`src/sv/mqv_pkg.sv`:
```
// ----------------------------------------------------------------------------
// mqv_pkg
// shared types and constants for the majority quorum vote tally
// ----------------------------------------------------------------------------
package mqv_pkg;

  localparam int ID_W             = 64;
  localparam int REQ_W            = 2;
  localparam int MEMBER_W         = 7;
  localparam int COUNT_W          = 8;
  localparam int RESULT_W         = 12;
  localparam int RESULT_BYTES_W   = 16;
  localparam int MAX_NODES_DEFAULT = 8;
  localparam int MAX_NODES_LIMIT  = 64;

  // result bit positions inside m_tdata
  localparam int RES_ERR_BIT      = 0;
  localparam int RES_MEMBER_BIT   = 1;
  localparam int RES_COUNT_LO     = 2;
  localparam int RES_ACCEPTED_BIT = 9;
  localparam int RES_REJECTED_BIT = 10;
  localparam int RES_COMPLETE_BIT = 11;

  typedef enum logic [REQ_W-1:0] {
    REQ_ADD    = 2'd0,
    REQ_ACCEPT = 2'd1,
    REQ_REJECT = 2'd2,
    REQ_CLEAR  = 2'd3
  } req_type_t;

  typedef enum logic [1:0] {
    ST_IDLE,
    ST_SCAN,
    ST_FINISH
  } state_t;

endpackage

```
`src/sv/majority_quorum_vote_tally_top.sv`:
```
// ----------------------------------------------------------------------------
// majority_quorum_vote_tally_top
// member table in a synchronous ram plus accept / reject vote counters
// ----------------------------------------------------------------------------
//
// channel | dir | payload
// --------+-----+----------------------------------------------------------
// s_*     | in  | tuser: req_type[1:0]; tdata: node_id[63:0]
// m_*     | out | tdata: op_error, was_member, member_count[6:0],
//         |     |        vote_accepted, vote_rejected, vote_complete, 4'b0
//
// steps: an item is accepted, then one ram read per stored member, then one
//   step for the last read to return, then the update; the serial walk over
//   the member ram sets the time an item takes, so it grows with the member count
// reset: rst clears the member count, both vote counters and the control;
//   the member ram needs no clearing, only entries below the count are read
// stalls: the result sits in an output register; a new item is taken while
//   it waits, only the update step holds until that register is free
//
module majority_quorum_vote_tally_top #(
  parameter int MAX_NODES = mqv_pkg::MAX_NODES_DEFAULT
) (
  input  logic                              clk,
  input  logic                              rst,
  input  logic                              s_tvalid,
  output logic                              s_tready,
  input  logic [mqv_pkg::ID_W-1:0]          s_tdata,  // node_id[63:0]
  input  logic [mqv_pkg::REQ_W-1:0]         s_tuser,  // req_type[1:0]
  output logic                              m_tvalid,
  input  logic                              m_tready,
  // op_error[0], was_member[1], member_count[8:2], vote_accepted[9],
  // vote_rejected[10], vote_complete[11], zero[15:12]
  output logic [mqv_pkg::RESULT_BYTES_W-1:0] m_tdata
);
  import mqv_pkg::*;

  // ram address width, at least one bit
  localparam int AW = (MAX_NODES > 1) ? $clog2(MAX_NODES) : 1;
  localparam logic [MEMBER_W-1:0] NODES_CAP = MEMBER_W'(MAX_NODES);

  // member id ram, one read and one write port
  logic [ID_W-1:0] member_ram [MAX_NODES];
  logic [AW-1:0]   rd_addr;
  logic            rd_en;
  logic [ID_W-1:0] rd_data;
  logic            wr_en;

  // control and tally state
  state_t                state, state_next;
  logic [MEMBER_W-1:0]   member_total;
  logic [COUNT_W-1:0]    accept_count;
  logic [COUNT_W-1:0]    reject_count;
  logic [MEMBER_W-1:0]   scan_idx;
  logic                  rd_pend;
  logic                  found;
  req_type_t             req;
  logic [ID_W-1:0]       id;

  logic found_now;
  logic out_free;
  logic table_full;
  logic [MEMBER_W-1:0]   member_total_next;
  logic [COUNT_W-1:0]    accept_next;
  logic [COUNT_W-1:0]    reject_next;
  logic                  err_next;
  logic [COUNT_W-1:0]    accept_thresh;
  logic [COUNT_W-1:0]    reject_thresh;
  logic [COUNT_W:0]      vote_sum;
  logic [RESULT_W-1:0]   result;

  assign s_tready   = (state == ST_IDLE);
  assign out_free   = !m_tvalid || m_tready;
  assign table_full = (member_total >= NODES_CAP);

  // compare the word that came back from last cycle's read
  assign found_now = found || (rd_pend && (rd_data == id));

  // read one stored member per cycle during the walk
  assign rd_en   = (state == ST_SCAN) && (scan_idx != member_total);
  assign rd_addr = scan_idx[AW-1:0];

  // new member goes to the first free slot
  assign wr_en = (state == ST_FINISH) && out_free && (req == REQ_ADD) &&
                 !table_full && !found;

  always_ff @(posedge clk) begin
    if (rd_en) begin
      rd_data <= member_ram[rd_addr];
    end
    if (wr_en) begin
      member_ram[member_total[AW-1:0]] <= id;
    end
  end

  // next tally values, applied at the update step
  always_comb begin
    member_total_next = member_total;
    accept_next       = accept_count;
    reject_next       = reject_count;
    err_next          = 1'b0;
    case (req)
      REQ_ADD: begin
        if (table_full) begin
          err_next = 1'b1;
        end else if (!found) begin
          member_total_next = member_total + MEMBER_W'(1);
        end
      end
      REQ_ACCEPT: begin
        if (found && (accept_count != '1)) begin
          accept_next = accept_count + COUNT_W'(1);
        end
      end
      REQ_REJECT: begin
        if (found && (reject_count != '1)) begin
          reject_next = reject_count + COUNT_W'(1);
        end
      end
      REQ_CLEAR: begin
        accept_next = '0;
        reject_next = '0;
      end
      default: begin
        accept_next = accept_count;
      end
    endcase
  end

  // quorum thresholds: ceil((n+1)/2) for accept, ceil(n/2) for reject
  assign accept_thresh = (COUNT_W'(member_total_next) + COUNT_W'(2)) >> 1;
  assign reject_thresh = (COUNT_W'(member_total_next) + COUNT_W'(1)) >> 1;
  assign vote_sum      = {1'b0, accept_next} + {1'b0, reject_next};

  always_comb begin
    result = '0;
    result[RES_ERR_BIT]                           = err_next;
    result[RES_MEMBER_BIT]                        = found;
    result[RES_COUNT_LO +: MEMBER_W]              = member_total_next;
    result[RES_ACCEPTED_BIT] = (accept_next >= accept_thresh);
    result[RES_REJECTED_BIT] = (reject_next >= reject_thresh);
    result[RES_COMPLETE_BIT] = (vote_sum == (COUNT_W+1)'(member_total_next));
  end

  // sequencer
  always_ff @(posedge clk) begin
    if (rst) begin
      state <= ST_IDLE;
    end else begin
      state <= state_next;
    end
  end

  always_comb begin
    state_next = state;
    case (state)
      ST_IDLE: begin
        if (s_tvalid) begin
          state_next = ST_SCAN;
        end
      end
      ST_SCAN: begin
        if (scan_idx == member_total) begin
          state_next = ST_FINISH;
        end
      end
      ST_FINISH: begin
        if (out_free) begin
          state_next = ST_IDLE;
        end
      end
      default: begin
        state_next = ST_IDLE;
      end
    endcase
  end

  // item latch and the walk over the table
  always_ff @(posedge clk) begin
    if (rst) begin
      scan_idx <= '0;
      rd_pend  <= 1'b0;
      found    <= 1'b0;
    end else begin
      case (state)
        ST_IDLE: begin
          scan_idx <= '0;
          rd_pend  <= 1'b0;
          found    <= 1'b0;
        end
        ST_SCAN: begin
          found   <= found_now;
          rd_pend <= rd_en;
          if (rd_en) begin
            scan_idx <= scan_idx + MEMBER_W'(1);
          end
        end
        default: begin
          rd_pend <= 1'b0;
        end
      endcase
    end
  end

  always_ff @(posedge clk) begin
    if (s_tvalid && s_tready) begin
      req <= req_type_t'(s_tuser);
      id  <= s_tdata;
    end
  end

  // tally registers
  always_ff @(posedge clk) begin
    if (rst) begin
      member_total <= '0;
      accept_count <= '0;
      reject_count <= '0;
    end else if ((state == ST_FINISH) && out_free) begin
      member_total <= member_total_next;
      accept_count <= accept_next;
      reject_count <= reject_next;
    end
  end

  // output register
  always_ff @(posedge clk) begin
    if (rst) begin
      m_tvalid <= 1'b0;
    end else if ((state == ST_FINISH) && out_free) begin
      m_tvalid <= 1'b1;
    end else if (m_tready) begin
      m_tvalid <= 1'b0;
    end
  end

  always_ff @(posedge clk) begin
    if ((state == ST_FINISH) && out_free) begin
      m_tdata <= {(RESULT_BYTES_W-RESULT_W)'(0), result};
    end
  end

endmodule

```
`config.mk`:
```
export PLATFORM = sky130hd
export DESIGN_NAME = majority_quorum_vote_tally_top
export DESIGN_NICKNAME = d
export VERILOG_FILES = /design/src/sv/mqv_pkg.sv /design/src/sv/majority_quorum_vote_tally_top.sv
export SDC_FILE = /design/constraint.sdc
export NUM_CORES = 1
export LEC_CHECK = 0
export BUFFER_PORTS_ARGS = -buffer_cell sky130_fd_sc_hd__buf_2
export CAP_MARGIN = 20
export CORE_MARGIN = 1.5
export CORE_UTILIZATION = 55
export DETAILED_ROUTE_END_ITERATION = 16
export PLACE_DENSITY = 0.72
export SETUP_SLACK_MARGIN = 0.05
export SLEW_MARGIN = 20
export SYNTH_ARGS = -nofsm -noshare
export SYNTH_HDL_FRONTEND = slang
export SYNTH_SLANG_ARGS = --single-unit
```
`constraint.sdc`:
```
create_clock -name clk -period 9 [get_ports clk]
set_input_delay 0 -clock clk [delete_from_list [all_inputs] [get_ports clk]]
set_output_delay 0 -clock clk [all_outputs]
set_load 0.05 [all_outputs]
```
==> key figures, run 1 <==
Worst hold path
  • Hold/Removal Path Class: primary input to flip-flop

Logic synthesis
  • Main flop type after synthesis: edfxtp_1
  • Syn_area_per_cell: 19.8 um2
  • Async S/R FF share, synth: 0%
  • EDFF count, synth: 654
  • YS warnings: 0
  • Mapped Area: 27000 um2
  • Yosys reg bits: 689
  • Post-synth cell types: 58
  • Post-Syn Instances: 1365
  • Sequential fraction of the synthesis area: 75.3%

Floorplanning
  • Die ar.: 50500 um2
  • Initial Util: 55.4%
  • Number of I/O pins: 88
  • Core area: 48700 um2
  • Die Wd: 225 um
  • Row count: 81
  • DIE HEIGHT: 225 um

Global routing
  • Grt met2 use: 35.9%
  • First-pass GRT wire length: 82.6 mm
  • Largest net degree at the start of global routing: 85
  • GR Util met3: 3.58%
  • M1 GR Usage: 31.3%
  • Grt total ovfl: 0
  • Vias in the first global route: 13800
  • Tot GR Track Use: 22.3%
  • Global route hottest layer: met2
  • Antenna violations before repair: 1

Detailed routing
  • Via count: 13300
  • Final antenna-violating net count: 0
  • Iter 0 DRT Violations: 1142
  • DR DRC count: 0
  • Drt pass-1 iters: 5
  • WL per Instance: 23.9 um
  • Total Wirelength: 54.3 mm
  • DR vias/cell: 5.86

Timing
  • Sum Neg Setup Slack: 0 ns
  • Period utilization: 44.8%
  • Final hold viol count: 0
  • Max Clock Skew: 0.0226 ns
  • Max Fclk: 0.248 GHz
  • Worst Max-Slew Pin Slew: 1.16 ns
  • Final Setup Violations: 0
  • Unrepaired setup endpoints after global routing: no
  • Max-slew violation count: 0
  • Fin crit period: 4.03 ns
  • Relative slew slack: 21.8%

Clock tree
  • Post-CTS setup buffer count: 0
  • CTS Buffer Depth: 3
  • Clk sink count: 689
  • Clock Pin Slew Worst Setup and Hold Paths: 0.06 ns
  • Worst-Skew Late Latency: 0.61 ns
  • Clk root buf: clkbuf_16
  • H-Tree Depth: 3
  • CTS Buf Count: 70
  • CTS tree: built

Finish
  • FF+latch area: 20400 um2
  • Most frequent cells in the layout: edfxtp_1 (654), mux4_2 (128), buf_2 (83)
  • Area Growth Syn to Fin: 15.5%
  • Commonest non-fill, non-tap cell in the layout: edfxtp_1
  • Fillers: 3260
  • Multi-input logic area: 6370 um2
  • ANT cells: 0
  • Final core utilization: 64.0%
  • Layout cells sized above 1: 25.4%
  • # nets final: 1656

Status
  • Status: complete, no violations

Critical path
  • Crit end category: flip-flop
  • CP Class: flip-flop to flip-flop
  • Crit path DAT: 4.36 ns
  • Required @ worst endpoint: 9.34 ns
  • Crit-path max FO: 9
  • Startpoint types: flip-flop

Pwr
  • VDD IR max: 0.195 mV
  • Cell Pwr Density: 208 nW/um2
  • Pleak: 10.0 nW

Placement
  • PortBufs: 83
  • RePlAce Congestion: 0.821
  • DPL Wire Length: 29.9 mm

Run
  • Max-cap violations: 0
## cells in the mapped netlist (5+ instances only)
cell | number | share of area [%]
a21o_1 | 9 | 0.25
a21oi_1 | 28 | 0.52
buf_1 | 12 | 0.17
clkbuf_1 | 41 | 0.57
dfxtp_1 | 35 | 2.6
edfxtp_1 | 654 | 73
ha_1 | 28 | 1.3
inv_1 | 33 | 0.46
mux2_2 | 65 | 2.7
mux4_2 | 128 | 11
nand2_1 | 58 | 0.81
nand2b_1 | 6 | 0.14
nand3_1 | 12 | 0.22
nand4_1 | 19 | 0.44
nor2_1 | 44 | 0.61
nor2b_1 | 12 | 0.28
nor4_1 | 9 | 0.21
o21ai_0 | 5 | 0.093
o22ai_1 | 6 | 0.14
o2bb2ai_1 | 5 | 0.16
xnor2_1 | 48 | 1.6
xor2_1 | 38 | 1.2
## worst paths after layout
check | start | end | slack, ns | cells after the start
worst min register to register | accept_count[7] | accept_count[7] | 0.49 | 2
worst min-delay path | s_tdata[48] | id[48] | 0.11 | 2
worst max-delay path | member_total[6] | m_tdata[10] | 4.97 | 14
worst max register to register | member_total[6] | m_tdata[10] | 4.97 | 14
## final cells by class
cell class	instances	area share (%)
flip-flops and latches	689	65.2
multi-input cells	587	20.4
clock buffers	95	6.15
repair buffers	176	4.28
well taps	664	2.66
clock inverters	32	0.866
inverters	33	0.401
## kinds of logic after synthesis
family                     Yosys count  share of synthesized area (%)
adders and majority gates           29                           1.37
and+or+nand+nor                    186                           3.43
xor gates and xnor gates            87                           2.85
AOI/OAI and AO/OA                   85                           2.18
other                                1                         0.0139
muxes                              196                           13.5
DFF                                689                           75.3
buffers and inverters               92                           1.38
## state kept, by name, indices dropped and copies added, names as in the netlist
| signal | flops |
|---|---|
| member_ram | 512 |
| id | 64 |
| rd_data | 64 |
| m_tdata | 12 |
| accept_count | 8 |
| reject_count | 8 |
| member_total | 7 |
| scan_idx | 7 |
| req | 2 |
| state | 2 |
| found | 1 |
| m_tvalid | 1 |
| rd_pend | 1 |
## metal layers
layer / up-vias / wire length (um)
met3: 90 / 3450
met1: 6904 / 23000
met5: - / 0
li1: 5851 / -
met4: 0 / 1330
met2: 490 / 26600
## metrics by stage
| step | hold WS [ns] | worst slack [ns] | cell area (um2) | total power, mW | std cells |
|---|---|---|---|---|---|
| floorplan | 0.0989 | 2.52 | 27000 | 3.70 | 1368 |
| global placement | 0.176 | 4.53 | 28300 | 3.76 | 2076 |
| detailed placement | 0.178 | 4.42 | 28300 | 3.76 | 2076 |
| CTS | 0.0813 | 4.35 | 31200 | 6.55 | 2274 |
| global route | 0.101 | 4.77 | 31200 | 6.68 | 2276 |
| finish | 0.109 | 4.97 | 31200 | 6.50 | 2276 |
## power breakdown
group | internal [mW] | switching, mW
registers | 3.54 | 0.0522
clock network | 1.61 | 1.17
logic | 0.0549 | 0.0694
## critical path, cell delays in order (launching register included)
cell,delay [ns]
dfxtp_1,0.44
or4_4,0.61
nor4_4,0.42
mux2i_1,0.47
inv_1,0.16
ha_1,0.31
ha_1,0.28
nand2b_1,0.14
a21o_1,0.18
a21o_1,0.17
a21o_1,0.17
a21oi_1,0.14
nor2b_1,0.06
o21ai_0,0.14
nand2_1,0.07
## what timing repair did
action	CTS	global route
hold buffers	71	0
hold endpoints to repair	95	0
resized for setup	0	0
Power figures use the tool's default switching activity.
==> inputs of run 2 (changes only) <==
PLACE_DENSITY = 0.75   (was 0.72)
clock period = 3.3 ns   (was 9 ns; I/O delays follow)
==> key figures, run 2 (synthesis results as in run 1) <==
Clock tree
  • CTS Buf Count: 70
  • Clk sink count: 689
  • Clock Pin Slew Worst Setup and Hold Paths: 0.06 ns
  • Clk root buf: clkbuf_16
  • H-Tree Depth: 3
  • CTS tree: built
  • Worst-Skew Late Latency: 0.60 ns
  • CTS Buffer Depth: 3

Finish
  • Multi-input logic area: 6640 um2
  • Area Growth Syn to Fin: 19.2%
  • ANT cells: 0
  • Final instance area: 32200 um2
  • # nets final: 1719
  • Number of flip-flops in the largest register: 512
  • Layout cells sized above 1: 31.2%
  • Most frequent cells in the layout: edfxtp_1 (654), mux4_2 (128), buf_2 (83)
  • Commonest non-fill, non-tap cell in the layout: edfxtp_1
  • Fillers: 3134
  • FF+latch area: 20400 um2

Critical path
  • Required @ worst endpoint: 3.65 ns
  • Reg2reg start: member_total[4]
  • Reg2reg end: m_tdata[10]
  • CP Class: flip-flop to flip-flop
  • Crit path DAT: 3.56 ns
  • Crit end category: flip-flop
  • Critical Path End: m_tdata[10]
  • FF-to-FF setup slack: 0.09 ns
  • Startpoint types: flip-flop
  • Worst Reg2Reg Path Length in Cells: 15
  • Worst Setup SP: member_total[4]
  • Crit-path max FO: 3

Pwr
  • Pleak: 10.5 nW
  • Overall Power: 18.1 mW
  • Cell Pwr Density: 562 nW/um2
  • VDD IR max: 0.481 mV

Timing
  • Fin Hold WS: 0.107 ns
  • Final Setup Violations: 0
  • Unrepaired setup endpoints after global routing: yes
  • Max Clock Skew: 0.0165 ns
  • Worst Max-Slew Pin Slew: 0.913 ns
  • Final hold viol count: 0
  • Fin crit period: 3.21 ns
  • Period utilization: 97.1%
  • Final setup margin: 0.0949 ns
  • Max-slew violation count: 0
  • Sum Neg Setup Slack: 0 ns
  • Relative slew slack: 39.1%
  • Max Fclk: 0.312 GHz

Detailed routing
  • DR vias/cell: 5.89
  • Via count: 13700
  • DR DRC count: 0
  • Drt pass-1 iters: 5
  • Final antenna-violating net count: 0
  • Total Wirelength: 57.0 mm
  • WL per Instance: 24.5 um
  • Iter 0 DRT Violations: 1181

Global routing
  • Antenna violations before repair: 0
  • Largest net degree at the start of global routing: 132
  • Vias in the first global route: 14100
  • Grt total ovfl: 0
  • Tot GR Track Use: 23.2%
  • First-pass GRT wire length: 85.6 mm

Placement
  • Area post-placement: 28800 um2
  • RePlAce Congestion: 0.908
  • PortBufs: 83
  • Worst slack, placed: -0.0727 ns
  • DPL Wire Length: 30.3 mm

Floorplanning
  • Die ar.: 50500 um2
  • Die Wd: 225 um
  • Number of I/O pins: 88
  • DIE HEIGHT: 225 um
  • Core area: 48700 um2
  • Initial Util: 55.4%
  • Row count: 81

Worst hold path
  • Min-delay src: s_tdata[37]
  • Hold/Removal Path Class: primary input to flip-flop

Run
  • Max-cap violations: 0

Status
  • Status: complete, no violations
## run 2: changes by cell type in the layout (fill, tap and decap cells not counted), moves of 3 or more
cell,change
ha_4,+6
buf_12,+13
ha_1,-8
a21oi_1,-4
a21oi_2,+4
buf_6,+5
dfxtp_1,-8
nor2b_1,-3
clkbuf_1,-10
clkinvlp_4,-3
dfxtp_2,+8
buf_4,+46
bufinv_16,+5
## run 2: layout make-up
cell class,count,area share [%]
sequential,689,63.2
multi-input combinational,587,20.6
timing repair buffer,239,6.12
clock buffer,85,5.84
tap,664,2.58
clock inverter,34,1.27
inverter,33,0.388
## run 2: layer usage
| layer | routed length, um | up-vias | GRT usage, % |
|---|---|---|---|
| met5 | 0 | - | 0 |
| met4 | 1760 | 0 | 8.92 |
| met3 | 3670 | 129 | 4.00 |
| met2 | 28300 | 521 | 37.5 |
| met1 | 23400 | 7102 | 32.0 |
| li1 | - | 5972 | - |
## run 2: critical path: stages (launching register included)
cell and delay, ns:
dfxtp_2 0.32, or4_4 0.54, nor4_4 0.28, buf_4 0.21, nand2_4 0.07, xnor2_4 0.16, buf_6 0.16, xnor2_2 0.12
ha_1 0.29, a21o_1 0.16, a21o_1 0.16, a21o_1 0.16, a21oi_2 0.10, nor2b_1 0.05, o21ai_1 0.12, nand2_1 0.06
## run 2: how the worst min path moves through the flow
stage | end | slack, ns | depth (start not counted)
floorplan | id[0] | 0.1 | 0
global route | id[44] | 0.10 | 2
detailed placement | id[52] | 0.18 | 1
CTS | id[37] | 0.08 | 2
global placement | id[20] | 0.18 | 1
finish | id[37] | 0.11 | 2
## run 2: timing repair
item                                    in CTS  in global routing
hold buffers                                71                  0
buffers inserted                             2                 11
pin swaps                                    2                 37
gates resized for setup                      5                 57
endpoints found under the setup margin       3                  3
hold endpoints to repair                    95                  0
## run 2: metrics by stage
stage / util [%] / std cells
finish: 66.1 / 2331
floorplan: - / 1368
global route: 66.1 / 2331
detailed placement: 59.1 / 2128
CTS: 65.4 / 2320
global placement: 59.1 / 2128
## run 2: power by group
part / internal [mW] / total (mW) / switching, mW
combinational: 0.168 / 0.374 / 0.205
sequential: 9.66 / 9.80 / 0.137
clock: 4.75 / 7.92 / 3.16
total: 14.6 / 18.1 / 3.51
==> inputs of run 3 (changes only) <==
CORE_ASPECT_RATIO = 0.75   (was unset)
CTS_BUF_LIST = sky130_fd_sc_hd__clkbuf_8   (was unset)
CTS_CLUSTER_SIZE = 24   (was unset)
==> key figures, run 3 (synthesis results as in run 1) <==
Critical path
  • Worst Setup SP: member_total[6]
  • Slowest CP cell: or4_4
  • Critical path depth in cells: 15
  • Worst Reg2Reg Path Length in Cells: 15
  • Reg2reg end: m_tdata[9]
  • CP Class: flip-flop to flip-flop
  • Required @ worst endpoint: 3.76 ns
  • Critical Path End: m_tdata[9]
  • Worst path max stage delay: 0.55 ns
  • Crit end category: flip-flop
  • FF-to-FF setup slack: 0.05 ns
  • Crit path DAT: 3.71 ns
  • Crit-path max FO: 2
  • Crit path cell chain: or4_4 > nor4_4 > mux2i_1 > inv_1 > buf_6 > ha_4 > inv_2 > ha_4 > a21o_1 > a21o_1 > a21o_1 > a21oi_2 > nor2b_1 > o21ai_1 > nand2_1
  • Reg2reg start: member_total[6]
  • Most Frequent Cell on Critical Path: a21o_1
  • Startpoint types: flip-flop
  • Buffers and inverters on the worst path: 3
  • CP delay by family, top: simple AND/OR/NAND/NOR gates

Finish
  • Most frequent cells in the layout: edfxtp_1 (654), mux4_2 (128), dlygate4sd3_1 (121)
  • Layout cells sized above 1: 30.1%
  • ANT cells: 0
  • Commonest non-fill, non-tap cell in the layout: edfxtp_1
  • # nets final: 1795
  • Number of flip-flops in the largest register: 512
  • Fillers: 3167
  • Area Growth Syn to Fin: 18.8%
  • Final instance area: 32100 um2

Detailed routing
  • Drt pass-1 iters: 5
  • Final antenna-violating net count: 0
  • Via count: 13900
  • WL per Instance: 23.4 um
  • Iter 0 DRT Violations: 1333
  • Total Wirelength: 56.6 mm
  • DR vias/cell: 5.74
  • DR DRC count: 0

Floorplanning
  • Number of I/O pins: 88
  • Die Wd: 259 um
  • DIE HEIGHT: 195 um
  • Die ar.: 50500 um2
  • Row count: 70
  • Initial Util: 55.6%
  • Core area: 48600 um2

Placement
  • RePlAce Congestion: 0.906
  • Worst slack, placed: -0.0266 ns
  • DPL Wire Length: 30.6 mm
  • PortBufs: 83
  • Area post-placement: 28800 um2

Worst hold path
  • Hold/Removal Path Class: primary input to flip-flop
  • Min-delay src: s_tdata[59]

Global routing
  • Largest net degree at the start of global routing: 132
  • Antenna violations before repair: 0
  • Grt total ovfl: 0
  • Tot GR Track Use: 23.0%
  • Vias in the first global route: 14400
  • First-pass GRT wire length: 85.8 mm

Timing
  • Worst Max-Slew Pin Slew: 0.829 ns
  • Max Clock Skew: 0.0389 ns
  • Fin crit period: 3.25 ns
  • Unrepaired setup endpoints after global routing: yes
  • Final Setup Violations: 0
  • Max-slew violation count: 0
  • Period utilization: 98.6%
  • Final hold viol count: 0
  • Max Fclk: 0.307 GHz
  • Final setup margin: 0.0475 ns
  • Sum Neg Setup Slack: 0 ns
  • Relative slew slack: 44.7%

Clock tree
  • CTS Buf Count: 102
  • CTS Buffer Depth: 3
  • H-Tree Depth: 3
  • CTS tree: built
  • Worst-Skew Late Latency: 0.70 ns
  • Clock Pin Slew Worst Setup and Hold Paths: 0.07 ns
  • Clk root buf: clkbuf_8
  • Clk sink count: 689

Status
  • Status: complete, no violations

Pwr
  • VDD IR max: 0.454 mV
  • Cell Pwr Density: 514 nW/um2
  • Pleak: 10.6 nW

Run
  • Max-cap violations: 0
[run 3: per-layer routing]
metal / global-route usage [%] / up-vias / wire length, um
met5: 0 / - / 0
met4: 6.80 / 0 / 1300
met3: 5.03 / 99 / 3940
met2: 34.7 / 507 / 26400
met1: 34.1 / 7163 / 25000
li1: - / 6143 / -
[run 3: cell type report]
| cell class | count | area (um2) | area share, % |
|---|---|---|---|
| Clock inverter | 82 | 437 | 1.36 |
| Clock buffer | 102 | 1400 | 4.37 |
| Tap cell | 648 | 811 | 2.53 |
| Sequential cell | 689 | 20400 | 63.4 |
| Timing Repair Buffer | 283 | 2390 | 7.44 |
| Multi-Input combinational cell | 587 | 6580 | 20.5 |
| Inverter | 33 | 125 | 0.390 |
[run 3: stage by stage]
step | hold slack [ns] | utilization [%] | power [mW] | instances
3_5_place_dp | 0.178 | 59.1 | 10.3 | 2107
4_1_cts | 0.000356 | 65.6 | 16.6 | 2415
2_1_floorplan | 0.0989 | - | 10.1 | 1368
6_report | 0.0407 | 66.0 | 16.5 | 2424
5_1_grt | 0.00743 | 66.0 | 17.1 | 2424
3_3_place_gp | 0.177 | 59.1 | 10.3 | 2107
[run 3: repair_timing]
item / CTS / global route
pin swaps: 15 / 23
endpoints found under the setup margin: 3 / 3
endpoints found under the hold margin: 95 / 0
buffers inserted: 3 / 9
gates resized for setup: 12 / 33
hold buffers: 121 / 0
[run 3: report_power, final]
| part | internal (mW) | switching, mW |
|---|---|---|
| Combinational | 0.205 | 0.207 |
| Clock | 3.13 | 3.18 |
| Sequential | 9.66 | 0.139 |
| Total | 13.0 | 3.52 |
[run 3: worst min path at each step]
| stage | end | slack [ns] | depth (start not counted) |
|---|---|---|---|
| global route | id[8] | 0.007 | 2 |
| floorplan | id[0] | 0.1 | 0 |
| finish | id[59] | 0.04 | 2 |
| detailed placement | id[52] | 0.18 | 1 |
| CTS | id[59] | 0.0004 | 2 |
| global placement | id[49] | 0.18 | 1 |
